### src/hld_pkg.sv
package hld_pkg;

  // Leading characters of a line read as hex digits.
  localparam int HEX_DIGITS = 4;
  localparam int VAL_W      = 4 * HEX_DIGITS;
  localparam int CNT_W      = $clog2(HEX_DIGITS + 1);
  // Threshold width: nine times the top power of ten still fits.
  localparam int THR_W      = VAL_W + 4;

  function automatic int dec_digits(int h);
    longint v;
    int     n;
    v = (longint'(1) << (4 * h)) - 1;
    n = 1;
    while (v >= 10) begin
      v = v / 10;
      n = n + 1;
    end
    return n;
  endfunction

  localparam int DEC_DIGITS = dec_digits(HEX_DIGITS);
  localparam int POS_W      = $clog2(DEC_DIGITS);

  // d * 10^k for every digit position k and digit d.
  typedef logic [9:0][THR_W-1:0]           thr_row_t;
  typedef thr_row_t [DEC_DIGITS-1:0]       thr_tab_t;

  function automatic thr_tab_t build_thr();
    thr_tab_t t;
    longint   p;
    p = 1;
    for (int k = 0; k < DEC_DIGITS; k++) begin
      for (int d = 0; d < 10; d++) begin
        t[k][d] = THR_W'(p * d);
      end
      p = p * 10;
    end
    return t;
  endfunction

  localparam thr_tab_t THR = build_thr();

  localparam logic [7:0] CH_NL    = 8'h0A;
  localparam logic [7:0] CH_MINUS = 8'h2D;
  localparam logic [7:0] CH_ZERO  = 8'h30;
  localparam logic [7:0] CH_ONE   = 8'h31;

  typedef struct packed {
    logic accept;
    logic put_minus;
    logic put_one;
    logic step_digit;
    logic put_nl;
  } hld_cmd_t;

  typedef struct packed {
    logic close_line;   // request closes a non-empty line
    logic line_bad;     // that line gives "-1"
    logic slot_free;    // output register can take a byte this cycle
    logic pos_last;     // converting the units digit
  } hld_sts_t;

endpackage

### src/hld_ctrl.sv
module hld_ctrl (
  input  logic              clk,
  input  logic              rst_n,
  input  logic              in_valid,
  output logic              in_stall,
  input  hld_pkg::hld_sts_t sts,
  output hld_pkg::hld_cmd_t cmd
);
  import hld_pkg::*;

  typedef enum logic [4:0] {
    S_IDLE  = 5'b00001,
    S_MINUS = 5'b00010,
    S_ONE   = 5'b00100,
    S_DIGIT = 5'b01000,
    S_NL    = 5'b10000
  } state_t;

  state_t state_r, state_nxt;

  always_ff @(posedge clk) begin
    if (!rst_n) begin
      state_r <= S_IDLE;
    end else begin
      state_r <= state_nxt;
    end
  end

  always_comb begin
    state_nxt = state_r;
    cmd       = '0;
    in_stall  = (state_r != S_IDLE);
    case (state_r)
      S_IDLE: begin
        if (in_valid) begin
          cmd.accept = 1'b1;
          if (sts.close_line) begin
            state_nxt = sts.line_bad ? S_MINUS : S_DIGIT;
          end
        end
      end
      S_MINUS: begin
        if (sts.slot_free) begin
          cmd.put_minus = 1'b1;
          state_nxt     = S_ONE;
        end
      end
      S_ONE: begin
        if (sts.slot_free) begin
          cmd.put_one = 1'b1;
          state_nxt   = S_NL;
        end
      end
      S_DIGIT: begin
        if (sts.slot_free) begin
          cmd.step_digit = 1'b1;
          if (sts.pos_last) begin
            state_nxt = S_NL;
          end
        end
      end
      S_NL: begin
        if (sts.slot_free) begin
          cmd.put_nl = 1'b1;
          state_nxt  = S_IDLE;
        end
      end
      default: begin
        state_nxt = S_IDLE;
      end
    endcase
  end

  a_state_onehot: assert property (@(posedge clk) disable iff (!rst_n)
    $onehot(state_r)) else $error("controller state not one-hot");

  a_close_starts_output: assert property (@(posedge clk) disable iff (!rst_n)
    (cmd.accept && sts.close_line) |=> (state_r == S_MINUS || state_r == S_DIGIT))
    else $error("closed line did not start output");

endmodule

### src/hld_dp.sv
module hld_dp (
  input  logic              clk,
  input  logic              rst_n,
  input  logic [7:0]        in_char_in,
  input  logic              in_end_of_file,
  input  hld_pkg::hld_cmd_t cmd,
  output hld_pkg::hld_sts_t sts,
  output logic              out_valid,
  input  logic              out_stall,
  output logic [7:0]        out_char_out,
  output logic              out_last_of_run
);
  import hld_pkg::*;

  // {ok, nibble}
  function automatic logic [4:0] hex_nib(logic [7:0] c);
    logic [4:0] r;
    r = '0;
    if (c >= 8'h30 && c <= 8'h39) begin
      r = {1'b1, 4'(c - 8'h30)};
    end else if (c >= 8'h61 && c <= 8'h66) begin
      r = {1'b1, 4'(c - 8'h57)};
    end else if (c >= 8'h41 && c <= 8'h46) begin
      r = {1'b1, 4'(c - 8'h37)};
    end
    return r;
  endfunction

  // line state
  logic [CNT_W-1:0] cnt_r;
  logic             inv_r;
  logic [VAL_W-1:0] hex_r;
  // conversion state
  logic [VAL_W-1:0] rem_r;
  logic [POS_W-1:0] pos_r;
  logic             started_r;
  // output register
  logic             out_valid_r;
  logic [7:0]       out_char_r;
  logic             out_last_r;

  logic             is_nl, close, count_in, nib_ok;
  logic [4:0]       nib_info;
  logic [3:0]       nib;
  logic [CNT_W-1:0] cnt_upd;
  logic             inv_upd;
  logic [VAL_W-1:0] hex_upd;
  logic [THR_W-1:0] rem_ext, sub;
  logic [3:0]       digit;
  logic             emit_digit, wr;
  logic [7:0]       wr_char;

  always_comb begin
    is_nl    = (in_char_in == CH_NL);
    close    = is_nl || in_end_of_file;
    nib_info = hex_nib(in_char_in);
    nib_ok   = nib_info[4];
    nib      = nib_info[3:0];
    count_in = !is_nl && (cnt_r < CNT_W'(HEX_DIGITS));
    cnt_upd  = count_in ? CNT_W'(cnt_r + 1'b1) : cnt_r;
    inv_upd  = inv_r || (count_in && !nib_ok);
    hex_upd  = (count_in && nib_ok) ? ((hex_r << 4) | VAL_W'(nib)) : hex_r;
  end

  // Digit at the current power of ten: nine parallel threshold compares.
  always_comb begin
    rem_ext = THR_W'(rem_r);
    digit   = '0;
    sub     = '0;
    for (int d = 1; d < 10; d++) begin
      if (rem_ext >= THR[pos_r][d]) begin
        digit = 4'(d);
        sub   = THR[pos_r][d];
      end
    end
  end

  always_comb begin
    sts.close_line = close && (cnt_upd != '0);
    sts.line_bad   = inv_upd || (cnt_upd < CNT_W'(HEX_DIGITS));
    sts.slot_free  = !out_valid_r || !out_stall;
    sts.pos_last   = (pos_r == '0);
    // leading zeros skipped, but a lone zero is still printed
    emit_digit     = (digit != '0) || started_r || sts.pos_last;
    wr = cmd.put_minus || cmd.put_one || cmd.put_nl || (cmd.step_digit && emit_digit);
    if (cmd.put_minus) begin
      wr_char = CH_MINUS;
    end else if (cmd.put_one) begin
      wr_char = CH_ONE;
    end else if (cmd.put_nl) begin
      wr_char = CH_NL;
    end else begin
      wr_char = CH_ZERO | {4'b0000, digit};
    end
  end

  always_ff @(posedge clk) begin
    if (!rst_n) begin
      cnt_r       <= '0;
      inv_r       <= 1'b0;
      hex_r       <= '0;
      out_valid_r <= 1'b0;
    end else begin
      if (cmd.accept) begin
        if (close) begin
          cnt_r <= '0;
          inv_r <= 1'b0;
          hex_r <= '0;
        end else begin
          cnt_r <= cnt_upd;
          inv_r <= inv_upd;
          hex_r <= hex_upd;
        end
      end
      if (wr) begin
        out_valid_r <= 1'b1;
      end else if (!out_stall) begin
        out_valid_r <= 1'b0;
      end
    end
  end

  always_ff @(posedge clk) begin
    if (cmd.accept && close) begin
      rem_r     <= hex_upd;
      pos_r     <= POS_W'(DEC_DIGITS - 1);
      started_r <= 1'b0;
    end else if (cmd.step_digit) begin
      rem_r     <= VAL_W'(rem_ext - sub);
      started_r <= started_r || emit_digit;
      if (!sts.pos_last) begin
        pos_r <= POS_W'(pos_r - 1'b1);
      end
    end
    if (wr) begin
      out_char_r <= wr_char;
      out_last_r <= cmd.put_nl;
    end
  end

  assign out_valid       = out_valid_r;
  assign out_char_out    = out_char_r;
  assign out_last_of_run = out_last_r;

  a_cnt_range: assert property (@(posedge clk) disable iff (!rst_n)
    cnt_r <= CNT_W'(HEX_DIGITS)) else $error("line character count overran");

  a_last_on_nl: assert property (@(posedge clk) disable iff (!rst_n)
    out_valid_r |-> (out_last_r == (out_char_r == CH_NL)))
    else $error("run end flag not on newline");

  a_no_overwrite: assert property (@(posedge clk) disable iff (!rst_n)
    (out_valid_r && out_stall) |-> !wr) else $error("output byte overwritten");

endmodule

### src/hex_line_to_decimal_text.sv
// Hex line to decimal text converter. Bytes of text arrive on the in_ channel;
// for each non-empty line the first four characters are taken as a hex number
// and the block sends its decimal digits (no leading zeros) and a newline on the
// out_ channel, with out_last_of_run set on that newline. A line that is short
// or has a non-hex character among its first four gives "-1" and a newline.
// Characters after the fourth are dropped, empty lines give nothing, and a byte
// with in_end_of_file set closes the last line and clears all line state.
// An ordinary byte does not hold off the next request. A byte that closes a
// line holds it off while the line is written out: one step per decimal digit
// position (five, leading zeros included) plus one for the newline, or three
// steps for "-1", each held back by out_stall. The final newline sits in the
// output register while the next request is already taken.
module hex_line_to_decimal_text (
  input  logic       clk,
  input  logic       rst_n,
  input  logic       in_valid,
  output logic       in_stall,
  input  logic [7:0] in_char_in,
  input  logic       in_end_of_file,
  output logic       out_valid,
  input  logic       out_stall,
  output logic [7:0] out_char_out,
  output logic       out_last_of_run
);
  import hld_pkg::*;

  hld_cmd_t cmd;
  hld_sts_t sts;

  // Sequencer: byte intake, then "-1" or digit-by-digit output.
  hld_ctrl u_ctrl (
    .clk      (clk),
    .rst_n    (rst_n),
    .in_valid (in_valid),
    .in_stall (in_stall),
    .sts      (sts),
    .cmd      (cmd)
  );

  // Line accumulator, power-of-ten digit extractor and output register.
  hld_dp u_dp (
    .clk             (clk),
    .rst_n           (rst_n),
    .in_char_in      (in_char_in),
    .in_end_of_file  (in_end_of_file),
    .cmd             (cmd),
    .sts             (sts),
    .out_valid       (out_valid),
    .out_stall       (out_stall),
    .out_char_out    (out_char_out),
    .out_last_of_run (out_last_of_run)
  );

endmodule
### config.mk
export PLATFORM = sky130hd
export DESIGN_NAME = hex_line_to_decimal_text
export DESIGN_NICKNAME = d
export VERILOG_FILES = /design/src/hld_pkg.sv /design/src/hld_ctrl.sv /design/src/hld_dp.sv /design/src/hex_line_to_decimal_text.sv
export SDC_FILE = /design/constraint.sdc
export NUM_CORES = 1
export LEC_CHECK = 0
export BUFFER_PORTS_ARGS = -buffer_cell sky130_fd_sc_hd__buf_2
export CELL_PAD_IN_SITES_DETAIL_PLACEMENT = 0
export CELL_PAD_IN_SITES_GLOBAL_PLACEMENT = 2
export CORE_ASPECT_RATIO = 0.9
export CORE_MARGIN = 2
export CORE_UTILIZATION = 39
export CTS_CLUSTER_DIAMETER = 60
export DETAILED_ROUTE_END_ITERATION = 7
export PLACE_DENSITY_LB_ADDON = 0.12
export SYNTH_ARGS = -nofsm -noshare
export SYNTH_HDL_FRONTEND = slang
export SYNTH_HIERARCHICAL = 1
export SYNTH_SLANG_ARGS = --single-unit
### constraint.sdc
create_clock -name clk -period 5.75 [get_ports clk]
set_input_delay 1.15 -clock clk [delete_from_list [all_inputs] [get_ports clk]]
set_output_delay 1.15 -clock clk [all_outputs]
set_load 0.01 [all_outputs]
==> key figures <==
Outcome
  – Outcome: completed

Logic synthesis
  – Post-Synth Adder-Cell Area: 0.1847
  – Synthesized area: 6814 sq um
  – Async set-reset flop share out of synthesis: 0
  – Mux share of post-synthesis cell area: 0.008997
  – Cells after Synth: 836
  – Main combinational cell family by area after synthesis: compound AO/OA/AOI/OAI gates
  – Main synth FF type: dfxtp_1
  – Yosys reg bits: 72
  – EDFF count, synth: 23
  – Mean post-synth cell area: 8.151 sq um
  – Synth Area in Compound Gates: 0.2760
  – Sequential fraction of the synthesis area: 0.2453
  – Yosys warns: 6
  – Post-synthesis simple-gate area fraction: 0.2060
  – Post-synthesis xor/xnor area fraction: 0.02314
  – Netlist cell types: 80

Min path
  – Hold_sp: u_dp/cnt_r[1]
  – Worst min path class: flip-flop to flip-flop

Routing
  – Post-route DRC: 0
  – TritonRoute pass-1 iters: 5
  – DR WL/cell: 21.27 um
  – Post-route ant nets: 0
  – Via count: 6707
  – Via-to-Cell Ratio: 6.004
  – DR iter-0 viols: 492
  – Post-Route WL: 23.76 mm

Worst setup path
  – Crit path largest cell delay: 550 ps
  – Worst setup SP type: flip-flop
  – Crit path DAT: 5520 ps
  – Delay-heaviest family, CP: compound AO/OA/AOI/OAI gates
  – WP buf/inv: 0
  – Worst R2R Start: u_dp/rem_r[11]
  – Worst Setup End Kind: flip-flop
  – Critical Path RT: 5840 ps
  – Crit path cell chain: ha_1 -> nand3_1 -> nor4_2 -> o21ai_1 -> and3_1 -> a211oi_1 -> o21ai_2 -> a21oi_1 -> nor3b_1 -> ha_1 -> fa_1 -> nor2b_1 -> o21ai_0 -> a21o_1 -> a31oi_1 -> a41oi_1 -> a21oi_1 -> mux2i_1 -> a211oi_1
  – Worst-path cell with the longest stage delay: edfxtp_1
  – Critical Path Start: u_dp/rem_r[11]
  – Critical Path Fanout Max: 7
  – Worst Path Class, Setup: flip-flop to flip-flop

Clock network
  – Clock transition at the registers of the reported paths: 70 ps
  – Inserted Clock Buffers: 9
  – CTS H-tree lvls: 3
  – Clk sinks: 72
  – Clock Path Buffers: 2
  – CTS tree: yes
  – # hold bufs at CTS: 0
  – Worst-skew pair later-pin latency: 360 ps
  – CTS root buf: clkbuf_16

STA
  – Clk_skew: 15.66 ps
  – Final worst path period need: 5427 ps
  – WHS: 495.6 ps
  – Final Setup Violations: 0
  – Fmax: 0.1843 GHz
  – Fin Setup TNS: 0 ps
  – Final hold vios: 0
  – RSZ-0062 raised after global routing: false
  – Max_slew headroom: 0.2297
  – Worst Max-Slew Pin Slew: 1151 ps
  – Crit share post-route: 0.9438
  – Final Max Slew Viols: 0

Power and ir drop
  – Pwr Density: 618.6 nW/um^2
  – Total power: 4.744 mW
  – Max rail drop VDD: 0.2272 mV
  – P_leak: 3.216 nW

Flow run
  – Maxcap violations: 0

Placed design
  – DP HPWL: 18.72 mm
  – RD Place Congestion: 0.9659
  – I/O Buffers: 21

Global routing
  – First-pass GRT wire length: 36.84 mm
  – Total GRT Usage: 0.2620
  – Gr ovfl total: 0
  – Initial antenna violation count: 0
  – Vias in the first global route: 6468
  – Largest net degree at the start of global routing: 28

Floorplanning
  – Initial core utilization: 0.4007
  – IO Count: 24
  – Core Region: 17000 sq um
  – Std-Cell Rows: 45
  – Overall die width: 143.3 um
  – Die Y: 129.4 um
  – Full die area: 18550 sq um

Final layout
  – Layout fillers: 1791
  – Share of layout cells above drive strength 1: 0.1077
  – Area Overhead vs Synth: 12.54%
  – Nets: 990
  – # diodes: 0
-- cells by family (layout without fill, tap and decap cells) --
kind of cell             after synthesis  after routing
flip-flops                            72             72
other                                  1              2
multiplexers                           6              6
adder cells (fa/ha/maj)              100            100
buffers and inverters                 90            135
XOR/XNOR                              18             18
AND/OR/NAND/NOR                      279            279
AO/OA/AOI/OAI                        270            270
-- power breakdown --
group	total (mW)	switching [mW]	internal, mW
logic	3.28	1.85	1.43
clock network	0.589	0.261	0.328
registers	0.870	0.165	0.705
total	4.74	2.28	2.46
-- metal layers --
layer	wire length, um	track usage	share of wire	vias up
met5	0	0	0	-
met4	795	0.09804	0.033	0
met3	1183	0.03732	0.050	50
met2	10810	0.4261	0.45	216
met1	10970	0.3550	0.46	3218
li1	-	-	-	3223
-- synth_stat cells (all sizes together), types with 8 or more instances --
| cell | instances | share of area |
|---|---|---|
| and2 | 12 | 0.011 |
| clkbuf | 20 | 0.011 |
| o21ai | 47 | 0.036 |
| nand2 | 77 | 0.042 |
| nor2b | 23 | 0.021 |
| nor3 | 21 | 0.015 |
| a21o | 17 | 0.019 |
| ha | 99 | 0.18 |
| a21oi | 55 | 0.040 |
| inv | 58 | 0.032 |
| a22oi | 18 | 0.020 |
| nand4 | 9 | 0.0083 |
| xnor2 | 11 | 0.014 |
| edfxtp | 23 | 0.10 |
| a211oi | 13 | 0.015 |
| dfxtp | 49 | 0.14 |
| o211ai | 9 | 0.0099 |
| a211o | 9 | 0.012 |
| nor2 | 67 | 0.039 |
| nand3 | 18 | 0.013 |
| buf | 12 | 0.012 |
| a31oi | 23 | 0.021 |
| o31ai | 8 | 0.0088 |
-- per-stage QoR --
step	instances	setup slack, ps	instance area (sq um)	util
2_1_floorplan	837	1093	6818	-
3_3_place_gp	1101	296.7	7358	0.4327
3_5_place_dp	1101	337.9	7358	0.4327
4_1_cts	1117	313.9	7662	0.4506
5_1_grt	1117	30.70	7669	0.4510
6_report	1117	323.3	7669	0.4510
-- cell type report --
class                   instances  area, sq um  share of cell area
well taps                     235        294.0             0.03834
inverters                      58        217.7             0.02839
repair buffers                 61        405.4             0.05286
flip-flops and latches         72         1672              0.2180
multi-input cells             675         4776              0.6228
clock inverters                 6        53.80            0.007016
clock buffers                  10        250.2             0.03263
-- worst min-delay path, stage by stage (launching register included) --
cell and delay, ps:
dfxtp_1 330, nand2_1 50, a21boi_0 70
-- worst paths after layout --
path / slack, ps / endpoint / cells after the start
worst max-delay path: 320 / u_dp/rem_r[14] / 19
worst min register to register: 500 / u_dp/cnt_r[1] / 2
worst min-delay path: 500 / u_dp/cnt_r[1] / 2
worst max register to register: 320 / u_dp/rem_r[14] / 19
-- layout by cell type, fill, tap and decap left out, types with 8 or more instances in the layout --
cell type,n
a21o_1,17
dfxtp_1,49
a211o_1,9
o21ai_0,38
o211ai_1,9
edfxtp_1,23
buf_4,40
xnor2_1,11
buf_2,21
nor3_1,21
inv_1,57
a21oi_1,55
and2_1,12
a22oi_1,18
o31ai_1,8
nor2_1,65
a31oi_1,23
nand3_1,18
nand4_1,9
nand2_1,77
nor2b_1,23
ha_1,99
clkbuf_16,10
a211oi_1,12
-- repair_timing --
item / in CTS / in global routing
setup endpoints to repair: 0 / 2
gates resized for setup: 0 / 1
setup buffers: 0 / 0
Note: power is estimated with default switching activity, not from simulation.
